File: config.mk
export PLATFORM = sky130hd
export DESIGN_NAME = script_lexer_stream_core
export DESIGN_NICKNAME = d
export VERILOG_FILES = /design/src/rtl/core/slex_pkg.sv /design/src/rtl/core/script_lexer_stream_core.sv
export SDC_FILE = /design/constraint.sdc
export NUM_CORES = 1
export LEC_CHECK = 0
export BUFFER_PORTS_ARGS = -buffer_cell sky130_fd_sc_hd__buf_2
export CORE_ASPECT_RATIO = 1.4
export CORE_MARGIN = 2
export CORE_UTILIZATION = 30
export DETAILED_ROUTE_END_ITERATION = 8
export SETUP_SLACK_MARGIN = 0.2
export SYNTH_ARGS = -nofsm -noshare
export SYNTH_HDL_FRONTEND = slang
export SYNTH_SLANG_ARGS = --single-unit
File: constraint.sdc
create_clock -name clk -period 4.3 [get_ports clk]
set_input_delay 0.86 -clock clk [delete_from_list [all_inputs] [get_ports clk]]
set_output_delay 0.86 -clock clk [all_outputs]
set_load 0.03 [all_outputs]
File: src/rtl/core/slex_pkg.sv
// ----------------------------------------------------------------------------
// slex_pkg
// Shared types, codes and character classes of the script lexer core.
// ----------------------------------------------------------------------------
`default_nettype none

package slex_pkg;

  // Record kinds
  localparam logic [1:0] REC_VALUE = 2'd0;
  localparam logic [1:0] REC_KIND  = 2'd1;
  localparam logic [1:0] REC_ERROR = 2'd2;

  // Token kinds
  localparam logic [4:0] TK_NUM     = 5'd0;
  localparam logic [4:0] TK_STR     = 5'd1;
  localparam logic [4:0] TK_IDENT   = 5'd2;
  localparam logic [4:0] TK_KW_BASE = 5'd3;
  localparam logic [4:0] TK_ASSIGN  = 5'd8;
  localparam logic [4:0] TK_PLUS    = 5'd9;
  localparam logic [4:0] TK_MINUS   = 5'd10;
  localparam logic [4:0] TK_STAR    = 5'd11;
  localparam logic [4:0] TK_SLASH   = 5'd12;
  localparam logic [4:0] TK_LT      = 5'd13;
  localparam logic [4:0] TK_GT      = 5'd14;
  localparam logic [4:0] TK_LE      = 5'd15;
  localparam logic [4:0] TK_GE      = 5'd16;
  localparam logic [4:0] TK_EQ      = 5'd17;
  localparam logic [4:0] TK_NEQ     = 5'd18;
  localparam logic [4:0] TK_LPAREN  = 5'd19;
  localparam logic [4:0] TK_RPAREN  = 5'd20;
  localparam logic [4:0] TK_LBRACE  = 5'd21;
  localparam logic [4:0] TK_RBRACE  = 5'd22;
  localparam logic [4:0] TK_COMMA   = 5'd23;
  localparam logic [4:0] TK_END     = 5'd24;

  // Characters with a role of their own
  localparam logic [7:0] CH_NL     = 8'h0A;
  localparam logic [7:0] CH_SPACE  = 8'h20;
  localparam logic [7:0] CH_TAB    = 8'h09;
  localparam logic [7:0] CH_CR     = 8'h0D;
  localparam logic [7:0] CH_BANG   = 8'h21;
  localparam logic [7:0] CH_QUOTE  = 8'h22;
  localparam logic [7:0] CH_HASH   = 8'h23;
  localparam logic [7:0] CH_DOT    = 8'h2E;
  localparam logic [7:0] CH_LT     = 8'h3C;
  localparam logic [7:0] CH_EQ     = 8'h3D;
  localparam logic [7:0] CH_GT     = 8'h3E;
  localparam logic [7:0] CH_UNDER  = 8'h5F;
  localparam logic [7:0] CH_PLUS   = 8'h2B;
  localparam logic [7:0] CH_MINUS  = 8'h2D;
  localparam logic [7:0] CH_STAR   = 8'h2A;
  localparam logic [7:0] CH_SLASH  = 8'h2F;
  localparam logic [7:0] CH_LPAREN = 8'h28;
  localparam logic [7:0] CH_RPAREN = 8'h29;
  localparam logic [7:0] CH_COMMA  = 8'h2C;
  localparam logic [7:0] CH_LBRACE = 8'h7B;
  localparam logic [7:0] CH_RBRACE = 8'h7D;

  localparam int          NUM_KW     = 5;
  localparam int          RES_DEPTH  = 3;
  localparam logic [2:0]  LEN_MAX    = 3'd7;

  // Keyword text, padded with zeros to eight characters
  localparam logic [7:0] KW_TEXT [NUM_KW][8] = '{
    '{"v", "a", "r", 8'h00, 8'h00, 8'h00, 8'h00, 8'h00},
    '{"p", "r", "o", "c", 8'h00, 8'h00, 8'h00, 8'h00},
    '{"w", "h", "i", "l", "e", 8'h00, 8'h00, 8'h00},
    '{"r", "e", "t", "u", "r", "n", 8'h00, 8'h00},
    '{"p", "r", "i", "n", "t", 8'h00, 8'h00, 8'h00}
  };
  localparam logic [2:0] KW_LEN [NUM_KW] = '{3'd3, 3'd4, 3'd5, 3'd6, 3'd5};

  typedef enum logic [9:0] {
    MODE_IDLE      = 10'b00_0000_0001,
    MODE_COMMENT   = 10'b00_0000_0010,
    MODE_STRING    = 10'b00_0000_0100,
    MODE_NUMBER    = 10'b00_0000_1000,
    MODE_IDENT     = 10'b00_0001_0000,
    MODE_HOLD_LT   = 10'b00_0010_0000,
    MODE_HOLD_GT   = 10'b00_0100_0000,
    MODE_HOLD_EQ   = 10'b00_1000_0000,
    MODE_HOLD_BANG = 10'b01_0000_0000,
    MODE_HALTED    = 10'b10_0000_0000
  } mode_t;

  typedef struct packed {
    logic [1:0] rec_kind;
    logic [4:0] tok_kind;
    logic [7:0] val_byte;
  } rec_t;

  function automatic rec_t mk_rec(logic [1:0] rk, logic [4:0] tk, logic [7:0] vb);
    rec_t r;
    r.rec_kind = rk;
    r.tok_kind = tk;
    r.val_byte = vb;
    return r;
  endfunction

  function automatic logic is_space(logic [7:0] c);
    return (c == CH_SPACE) || ((c >= CH_TAB) && (c <= CH_CR));
  endfunction

  function automatic logic is_digit(logic [7:0] c);
    return (c >= "0") && (c <= "9");
  endfunction

  function automatic logic is_alpha(logic [7:0] c);
    return ((c >= "a") && (c <= "z")) || ((c >= "A") && (c <= "Z"));
  endfunction

  function automatic logic is_word(logic [7:0] c);
    return is_alpha(c) || is_digit(c) || (c == CH_UNDER);
  endfunction

  // Drop every keyword candidate whose character at pos differs from c
  function automatic logic [NUM_KW-1:0] kw_match(logic [NUM_KW-1:0] cand,
                                                 logic [7:0] c, logic [2:0] pos);
    logic [NUM_KW-1:0] keep;
    for (int k = 0; k < NUM_KW; k++) begin
      keep[k] = cand[k] && (pos < KW_LEN[k]) && (KW_TEXT[k][pos] == c);
    end
    return keep;
  endfunction

  function automatic logic [4:0] ident_kind(logic [NUM_KW-1:0] cand, logic [2:0] len);
    logic [4:0] tk;
    tk = TK_IDENT;
    for (int k = NUM_KW - 1; k >= 0; k--) begin
      if (cand[k] && (KW_LEN[k] == len)) begin
        tk = TK_KW_BASE + 5'(k);
      end
    end
    return tk;
  endfunction

  function automatic logic is_single(logic [7:0] c);
    return (c == CH_PLUS) || (c == CH_MINUS) || (c == CH_STAR) || (c == CH_SLASH) ||
           (c == CH_LPAREN) || (c == CH_RPAREN) || (c == CH_COMMA) ||
           (c == CH_LBRACE) || (c == CH_RBRACE);
  endfunction

  function automatic logic [4:0] single_kind(logic [7:0] c);
    logic [4:0] tk;
    unique case (c)
      CH_PLUS:   tk = TK_PLUS;
      CH_MINUS:  tk = TK_MINUS;
      CH_STAR:   tk = TK_STAR;
      CH_SLASH:  tk = TK_SLASH;
      CH_LPAREN: tk = TK_LPAREN;
      CH_RPAREN: tk = TK_RPAREN;
      CH_COMMA:  tk = TK_COMMA;
      CH_LBRACE: tk = TK_LBRACE;
      CH_RBRACE: tk = TK_RBRACE;
      default:   tk = TK_NUM;
    endcase
    return tk;
  endfunction

endpackage

`default_nettype wire

File: src/rtl/core/script_lexer_stream_core.sv
// ----------------------------------------------------------------------------
// script_lexer_stream_core
// Streaming tokenizer: source bytes in, value, kind and error records out.
// ----------------------------------------------------------------------------
//
// Usage
//   The input channel carries one source byte per transfer in in_tdata; in_tlast
//   marks the last byte of a source. The output channel carries one record per
//   transfer: out_tuser holds the record kind (value, token complete, error),
//   out_tdata the token kind and the text byte, and out_tlast flags the final
//   record caused by one source byte. A byte may cause no record or up to three.
//   A byte taken waits in the input register until its records are loaded
//   into the result buffer. Throughput: one byte per cycle while each byte
//   yields at most one record and the receiver is ready; a byte yielding more
//   records holds the lexer until the single result buffer, which drains one
//   record per output transfer, is empty. Bytes yielding no record pass at one per cycle.
//   Reset clears the input register, the result buffer and the lexer state; the
//   block is then idle between tokens. After an error record every further byte
//   is taken and dropped until reset.
//   When the receiver stalls, the result buffer holds and one byte waits in the
//   input register; in_tready then falls.
//
`default_nettype none

module script_lexer_stream_core
  import slex_pkg::*;
(
  input  wire logic        clk,
  input  wire logic        rst_n,
  input  wire logic        in_tvalid,
  output      logic        in_tready,
  input  wire logic [7:0]  in_tdata,   // [7:0] char_byte
  input  wire logic        in_tlast,   // end_of_source
  output      logic        out_tvalid,
  input  wire logic        out_tready,
  output      logic [15:0] out_tdata,  // [4:0] token_kind, [12:5] value_byte, rest zero
  output      logic [1:0]  out_tuser,  // [1:0] record_kind
  output      logic        out_tlast   // last_of_run
);

  // Input register
  logic       in_valid_r;
  logic [7:0] in_byte_r;
  logic       in_eos_r;

  // Lexer state
  mode_t             mode_r, mode_nxt;
  logic [NUM_KW-1:0] cand_r, cand_nxt;
  logic [2:0]        len_r, len_nxt;

  // Result buffer: up to three records of one byte, drained in order
  rec_t       buf_r [RES_DEPTH];
  logic [1:0] cnt_r;
  logic [1:0] idx_r;

  // Records of the byte in the input register
  rec_t       recs [RES_DEPTH];
  logic [1:0] n_rec;

  logic       out_fire;
  logic       drain_last;
  logic       buf_free;
  logic       move;

  assign out_fire   = out_tvalid && out_tready;
  assign drain_last = out_fire && (idx_r == cnt_r - 2'd1);
  assign buf_free   = (cnt_r == 2'd0) || drain_last;
  assign move       = in_valid_r && buf_free;
  assign in_tready  = !in_valid_r || move;

  assign out_tvalid = (cnt_r != 2'd0);
  assign out_tuser  = buf_r[idx_r].rec_kind;
  assign out_tdata  = {3'b000, buf_r[idx_r].val_byte, buf_r[idx_r].tok_kind};
  assign out_tlast  = (idx_r == cnt_r - 2'd1);

  // Lex one byte: close or continue the pending token, start a new one, then
  // flush at the end of the source.
  always_comb begin
    logic [7:0] c;
    logic       eos;
    logic       do_start;
    logic       sq_on;
    logic [7:0] sq_byte;

    c        = in_byte_r;
    eos      = in_eos_r;
    do_start = 1'b0;
    sq_on    = 1'b0;
    sq_byte  = '0;
    mode_nxt = mode_r;
    cand_nxt = cand_r;
    len_nxt  = len_r;
    n_rec    = '0;
    for (int i = 0; i < RES_DEPTH; i++) begin
      recs[i] = '0;
    end

    unique case (mode_r)
      MODE_HALTED: begin
        mode_nxt = MODE_HALTED;
      end
      MODE_COMMENT: begin
        if (c == CH_NL) begin
          mode_nxt = MODE_IDLE;
        end
      end
      MODE_STRING: begin
        if (c == CH_QUOTE) begin
          recs[n_rec] = mk_rec(REC_KIND, TK_STR, 8'h00);
          n_rec       = n_rec + 2'd1;
          mode_nxt    = MODE_IDLE;
        end else begin
          recs[n_rec] = mk_rec(REC_VALUE, TK_STR, c);
          n_rec       = n_rec + 2'd1;
        end
      end
      MODE_NUMBER: begin
        if (is_digit(c) || (c == CH_DOT)) begin
          recs[n_rec] = mk_rec(REC_VALUE, TK_NUM, c);
          n_rec       = n_rec + 2'd1;
        end else begin
          recs[n_rec] = mk_rec(REC_KIND, TK_NUM, 8'h00);
          n_rec       = n_rec + 2'd1;
          do_start    = 1'b1;
        end
      end
      MODE_IDENT: begin
        if (is_word(c)) begin
          recs[n_rec] = mk_rec(REC_VALUE, TK_IDENT, c);
          n_rec       = n_rec + 2'd1;
          cand_nxt    = kw_match(cand_r, c, len_r);
          if (len_r < LEN_MAX) begin
            len_nxt = len_r + 3'd1;
          end
        end else begin
          recs[n_rec] = mk_rec(REC_KIND, ident_kind(cand_r, len_r), 8'h00);
          n_rec       = n_rec + 2'd1;
          cand_nxt    = '0;
          len_nxt     = '0;
          do_start    = 1'b1;
        end
      end
      MODE_HOLD_LT, MODE_HOLD_GT, MODE_HOLD_EQ, MODE_HOLD_BANG: begin
        if (c == CH_EQ) begin
          recs[n_rec] = mk_rec(REC_KIND,
                               (mode_r == MODE_HOLD_LT) ? TK_LE :
                               (mode_r == MODE_HOLD_GT) ? TK_GE :
                               (mode_r == MODE_HOLD_EQ) ? TK_EQ : TK_NEQ, 8'h00);
          n_rec       = n_rec + 2'd1;
          mode_nxt    = MODE_IDLE;
        end else if (mode_r == MODE_HOLD_BANG) begin
          recs[n_rec] = mk_rec(REC_ERROR, TK_NUM, CH_BANG);
          n_rec       = n_rec + 2'd1;
          mode_nxt    = MODE_HALTED;
        end else begin
          recs[n_rec] = mk_rec(REC_KIND,
                               (mode_r == MODE_HOLD_LT) ? TK_LT :
                               (mode_r == MODE_HOLD_GT) ? TK_GT : TK_ASSIGN, 8'h00);
          n_rec       = n_rec + 2'd1;
          do_start    = 1'b1;
        end
      end
      default: begin
        do_start = 1'b1;
      end
    endcase

    // Start of a new token
    if (do_start) begin
      mode_nxt = MODE_IDLE;
      if (is_space(c)) begin
        mode_nxt = MODE_IDLE;
      end else if (c == CH_HASH) begin
        mode_nxt = MODE_COMMENT;
      end else if (c == CH_QUOTE) begin
        mode_nxt = MODE_STRING;
      end else if (is_word(c)) begin
        // A one-byte token closed by the end of the source goes out in its
        // kind record alone when a record is already out for this byte
        if (eos && (n_rec != 2'd0)) begin
          sq_on   = 1'b1;
          sq_byte = c;
        end else begin
          recs[n_rec] = mk_rec(REC_VALUE, is_digit(c) ? TK_NUM : TK_IDENT, c);
          n_rec       = n_rec + 2'd1;
        end
        if (is_digit(c)) begin
          mode_nxt = MODE_NUMBER;
        end else begin
          mode_nxt = MODE_IDENT;
          cand_nxt = kw_match({NUM_KW{1'b1}}, c, 3'd0);
          len_nxt  = 3'd1;
        end
      end else if (c == CH_LT) begin
        mode_nxt = MODE_HOLD_LT;
      end else if (c == CH_GT) begin
        mode_nxt = MODE_HOLD_GT;
      end else if (c == CH_EQ) begin
        mode_nxt = MODE_HOLD_EQ;
      end else if (c == CH_BANG) begin
        mode_nxt = MODE_HOLD_BANG;
      end else if (is_single(c)) begin
        recs[n_rec] = mk_rec(REC_KIND, single_kind(c), 8'h00);
        n_rec       = n_rec + 2'd1;
      end else begin
        recs[n_rec] = mk_rec(REC_ERROR, TK_NUM, c);
        n_rec       = n_rec + 2'd1;
        mode_nxt    = MODE_HALTED;
      end
    end

    // End of source: flush the pending token, then END; a pending bang halts instead
    if (eos && (mode_nxt != MODE_HALTED)) begin
      if (mode_nxt == MODE_HOLD_BANG) begin
        recs[n_rec] = mk_rec(REC_ERROR, TK_NUM, CH_BANG);
        n_rec       = n_rec + 2'd1;
        mode_nxt    = MODE_HALTED;
      end else begin
        unique case (mode_nxt)
          MODE_STRING: begin
            recs[n_rec] = mk_rec(REC_KIND, TK_STR, 8'h00);
            n_rec       = n_rec + 2'd1;
          end
          MODE_NUMBER: begin
            recs[n_rec] = mk_rec(REC_KIND, TK_NUM, sq_on ? sq_byte : 8'h00);
            n_rec       = n_rec + 2'd1;
          end
          MODE_IDENT: begin
            recs[n_rec] = mk_rec(REC_KIND, ident_kind(cand_nxt, len_nxt),
                                 sq_on ? sq_byte : 8'h00);
            n_rec       = n_rec + 2'd1;
          end
          MODE_HOLD_LT: begin
            recs[n_rec] = mk_rec(REC_KIND, TK_LT, 8'h00);
            n_rec       = n_rec + 2'd1;
          end
          MODE_HOLD_GT: begin
            recs[n_rec] = mk_rec(REC_KIND, TK_GT, 8'h00);
            n_rec       = n_rec + 2'd1;
          end
          MODE_HOLD_EQ: begin
            recs[n_rec] = mk_rec(REC_KIND, TK_ASSIGN, 8'h00);
            n_rec       = n_rec + 2'd1;
          end
          default: begin
            n_rec = n_rec;
          end
        endcase
        recs[n_rec] = mk_rec(REC_KIND, TK_END, 8'h00);
        n_rec       = n_rec + 2'd1;
        mode_nxt    = MODE_IDLE;
        cand_nxt    = '0;
        len_nxt     = '0;
      end
    end
  end

  // Input register: take a byte whenever the slot is empty or moves on
  always_ff @(posedge clk) begin
    if (!rst_n) begin
      in_valid_r <= 1'b0;
    end else if (in_tvalid && in_tready) begin
      in_valid_r <= 1'b1;
    end else if (move) begin
      in_valid_r <= 1'b0;
    end
  end

  always_ff @(posedge clk) begin
    if (in_tvalid && in_tready) begin
      in_byte_r <= in_tdata;
      in_eos_r  <= in_tlast;
    end
  end

  // Lexer state advances only when the byte's records enter the buffer
  always_ff @(posedge clk) begin
    if (!rst_n) begin
      mode_r <= MODE_IDLE;
      cand_r <= '0;
      len_r  <= '0;
    end else if (move) begin
      mode_r <= mode_nxt;
      cand_r <= cand_nxt;
      len_r  <= len_nxt;
    end
  end

  // Result buffer: load on move, advance on each output transfer
  always_ff @(posedge clk) begin
    if (!rst_n) begin
      cnt_r <= '0;
      idx_r <= '0;
    end else if (move) begin
      cnt_r <= n_rec;
      idx_r <= '0;
    end else if (drain_last) begin
      cnt_r <= '0;
      idx_r <= '0;
    end else if (out_fire) begin
      idx_r <= idx_r + 2'd1;
    end
  end

  always_ff @(posedge clk) begin
    if (move) begin
      for (int i = 0; i < RES_DEPTH; i++) begin
        buf_r[i] <= recs[i];
      end
    end
  end

`ifndef SYNTHESIS
  // The buffer never claims more records than it has slots
  a_cnt_range: assert property (@(posedge clk) disable iff (!rst_n)
    cnt_r <= 2'd3)
    else $error("result count out of range");

  // The read index stays inside the loaded records
  a_idx_range: assert property (@(posedge clk) disable iff (!rst_n)
    out_tvalid |-> (idx_r < cnt_r))
    else $error("result index beyond record count");

  // Once halted the lexer stays halted
  a_halt_sticky: assert property (@(posedge clk) disable iff (!rst_n)
    (mode_r == MODE_HALTED) |=> (mode_r == MODE_HALTED))
    else $error("lexer left the halted mode");

  // A halted lexer drops bytes without producing records
  a_halt_silent: assert property (@(posedge clk) disable iff (!rst_n)
    (move && (mode_r == MODE_HALTED)) |=> (cnt_r == 2'd0))
    else $error("record produced while halted");
`endif

endmodule

`default_nettype wire

==> flow_metrics.env <==
export IMPL_yosys_warnings=0
export IMPL_clockBufferDepth=2
export IMPL_drv_cap=0
export IMPL_synth_compound_area_share_pct=25.0
export IMPL_seq_area_frac_synth_pct=35.5
export IMPL_post_route_min_period_ns=3.89
export IMPL_tritoncts_num_buffers=9
export IMPL_grt_overflow=0
export IMPL_io_pins=34
export IMPL_gp_congestion=0.991
export IMPL_layout_worst_path_cycle_share_pct=90.4
export IMPL_reg2reg_depth=17
export IMPL_cts_tree="built"
export IMPL_finalHoldViolations=0
export IMPL_core_area_um2=19700
export IMPL_synth_async_sr_flop_share_pct=0
export IMPL_synth_distinct_cells=87
export IMPL_die_area_um2=21100
export IMPL_firstDrtPassIters=6
export IMPL_regToRegStartpoint="mode_r[2]"
export IMPL_root_buffer="clkbuf_16"
export IMPL_drc_errors=0
export IMPL_h_tree_depth=3
export IMPL_synth_edf_count=54
export IMPL_antenna_cells=0
export IMPL_drive_above_1_share_pct=20.1
export IMPL_grt_pass1_wl_um=32300
export IMPL_critPathCaptureType="flop"
export IMPL_antenna_found_initial=0
export IMPL_slew_headroom_pct=37.6
export IMPL_dpl_hpwl_um=16500
export IMPL_fillCellCount=2091
export IMPL_die_y_um=171
export IMPL_drt_iter0_markers=676
export IMPL_finalNetCount=815
export IMPL_die_x_um=123
export IMPL_path_max_fanout=6
export IMPL_utilization_pct=36.2
export IMPL_leakagePower_nw=2.60
export IMPL_vdd_ir_drop_max_v=0.000182
export IMPL_synthCells=716
export IMPL_slew_viol_final=0
export IMPL_tightest_slew_ns=0.935
export IMPL_min_to="cnt_r[1]"
export IMPL_syn_area_um2=5970
export IMPL_critical_path_startpoint_type="flop"
export IMPL_vias_per_cell=5.73
export IMPL_dp_cells=1024
export IMPL_grt_max_degree=38
export IMPL_synth_xor_xnor_area_share_pct=2.79
export IMPL_timing_fmax_mhz=257
export IMPL_syn2layout_area_growth_pct=19.5
export IMPL_grt_usage_pct=20.4
export IMPL_worstHoldStart="cnt_r[1]"
export IMPL_rsz0062_at_grt="false"
export IMPL_port_buffers=30
export IMPL_critPathRequiredTime_ns=4.40
export IMPL_synth_top_family_by_area="compound AO/OA/AOI/OAI gates"
export IMPL_worst_ep_arrival_time_ns=3.98
export IMPL_vias=5978
export IMPL_rr_endpoint="buf_r[1][5]"
export IMPL_synth_main_ff_cell="edfxtp_1"
export IMPL_rows=61
export IMPL_cellPowerDensity_nw_per_um2=293
export IMPL_grt_pass1_vias=5791
export IMPL_wl_per_cell_um=20.2
export IMPL_clkTransAtPathRegs_ns=0.05
export IMPL_holdWs_ns=0.482
export IMPL_clock_sinks=79
export IMPL_power_mw=2.09
export IMPL_initial_core_util_pct=30.3
export IMPL_setup_tns_ns=0
export IMPL_outcome="completed"
export IMPL_fin_cells=1043
export IMPL_synth_simple_area_share_pct=24.3
export IMPL_synthMuxAreaShare_pct=3.71
export IMPL_routed_wirelength_um=21100
export IMPL_hold_depth=2
export IMPL_crit_type="reg -> reg"
export IMPL_antenna_left=0
export IMPL_skew_ns=0.0160
export IMPL_rrSetupSlack_ns=0.41
export IMPL_syn_area_per_cell_um2=8.34
export IMPL_ys_seq_elements=79
export IMPL_insertion_delay_ns=0.35
export IMPL_synthAdderAreaFrac_pct=3.14
export IMPL_setup_viol_count_final=0
export IMPL_hp_class="reg -> reg"
-- cell usage in the layout, fill, tap and decap left out, drive strengths merged, types with 7 or more instances in the layout --
cell	Yosys	routed
a32oi	7	7
o22ai	9	9
a211oi	9	9
nor2	67	67
mux2i	21	21
and2	14	14
a21o	8	8
inv	27	27
nand2	87	87
nor3	25	25
a21boi	10	10
ha	15	15
dfxtp	25	25
nand4	8	8
a22oi	9	9
o21ai	54	54
edfxtp	54	54
buf	20	106
clkbuf	29	10
nor4	11	11
a21oi	33	33
or2	8	8
xor2	9	9
nand3	22	22
nor2b	12	12
xnor2	10	10
o211ai	8	8
-- Yosys cell counts (12+ instances only) --
cell / instances / area, um^2
nand2_1: 86 / 323
a21oi_1: 32 / 160
mux2i_1: 21 / 210
nor3_1: 23 / 115
nor2_1: 67 / 251
dfxtp_1: 25 / 500
ha_1: 15 / 188
nor2b_1: 12 / 75.1
nand3_1: 22 / 110
inv_1: 26 / 97.6
o21ai_0: 53 / 265
clkbuf_1: 28 / 105
edfxtp_1: 54 / 1620
and2_1: 12 / 75.1
-- sequential cells by signal, summed over array words and instances (netlist names), named ones only --
signal,flops
cnt_r,2
in_valid_r,1
buf_r,45
idx_r,2
in_byte_r,8
len_r,3
in_eos_r,1
cand_r,5
mode_r,10
-- cells by family (layout without fill, tap and decap cells) --
logic type      after synthesis  count (layout)
compound gates              215             215
flops                        79              79
mux                          22              22
fa+ha+maj                    15              15
xor+xnor                     19              19
other cells                   1               4
simple gates                287             287
buf+inv                      78             150
-- routing by layer --
| layer | up-vias | part of all wire [%] | global-route usage, % |
|---|---|---|---|
| met2 | 242 | 52 | 37.1 |
| met1 | 2826 | 37 | 21.0 |
| met5 | - | 0 | 0 |
| met4 | 0 | 7.3 | 14.4 |
| met3 | 86 | 4.5 | 2.83 |
| li1 | 2824 | - | - |
-- final cells by class --
cell class,count,area (um^2),share of cell area (%)
Sequential cell,79,2120,29.7
Tap cell,252,315,4.42
Clock buffer,10,229,3.21
Multi-Input combinational cell,562,3590,50.3
Inverter,29,109,1.52
Timing Repair Buffer,106,721,10.1
Clock inverter,5,50.0,0.701
-- worst max-delay path, stage by stage, from the launching register on --
cell	delay, ns
dfxtp_1	0.31
or4_4	0.55
nor3_4	0.16
a21bo_1	0.24
and3_1	0.22
inv_2	0.10
ha_1	0.24
o21ai_2	0.16
mux2i_2	0.10
ha_1	0.31
nor2_1	0.05
o21bai_1	0.16
inv_1	0.09
ha_1	0.29
nor2_1	0.09
a32oi_2	0.27
nor2_1	0.10
a22o_1	0.20
-- through the flow --
stage	area (um^2)	setup WS, ns
3_5_place_dp	6780	0.283
2_1_floorplan	6000	0.217
4_1_cts	7060	0.261
5_1_grt	7140	0.211
3_3_place_gp	6780	0.317
6_report	7140	0.414
-- power breakdown --
group | total [mW] | switching [mW] | internal, mW
logic | 0.481 | 0.309 | 0.171
registers | 0.878 | 0.0222 | 0.856
clock network | 0.734 | 0.293 | 0.441
-- timing repair --
action / in CTS / in global routing
endpoints found under the hold margin: 0 / 0
setup buffers: 0 / 4
setup endpoints to repair: 0 / 19
gates resized for setup: 0 / 13
hold buffers: 0 / 0
-- worst max path at each step --
stage / from / to / slack [ns] / depth (start not counted)
finish: mode_r[2] / buf_r[1][5] / 0.41 / 17
detailed placement: mode_r[8] / buf_r[0][2] / 0.28 / 17
global placement: in_byte_r[4] / buf_r[0][4] / 0.32 / 16
floorplan: in_byte_r[7] / buf_r[1][0] / 0.22 / 17
global route: in_byte_r[0] / buf_r[0][1] / 0.21 / 16
CTS: in_byte_r[4] / buf_r[0][2] / 0.26 / 16
Note: power is estimated with default switching activity, not from simulation.
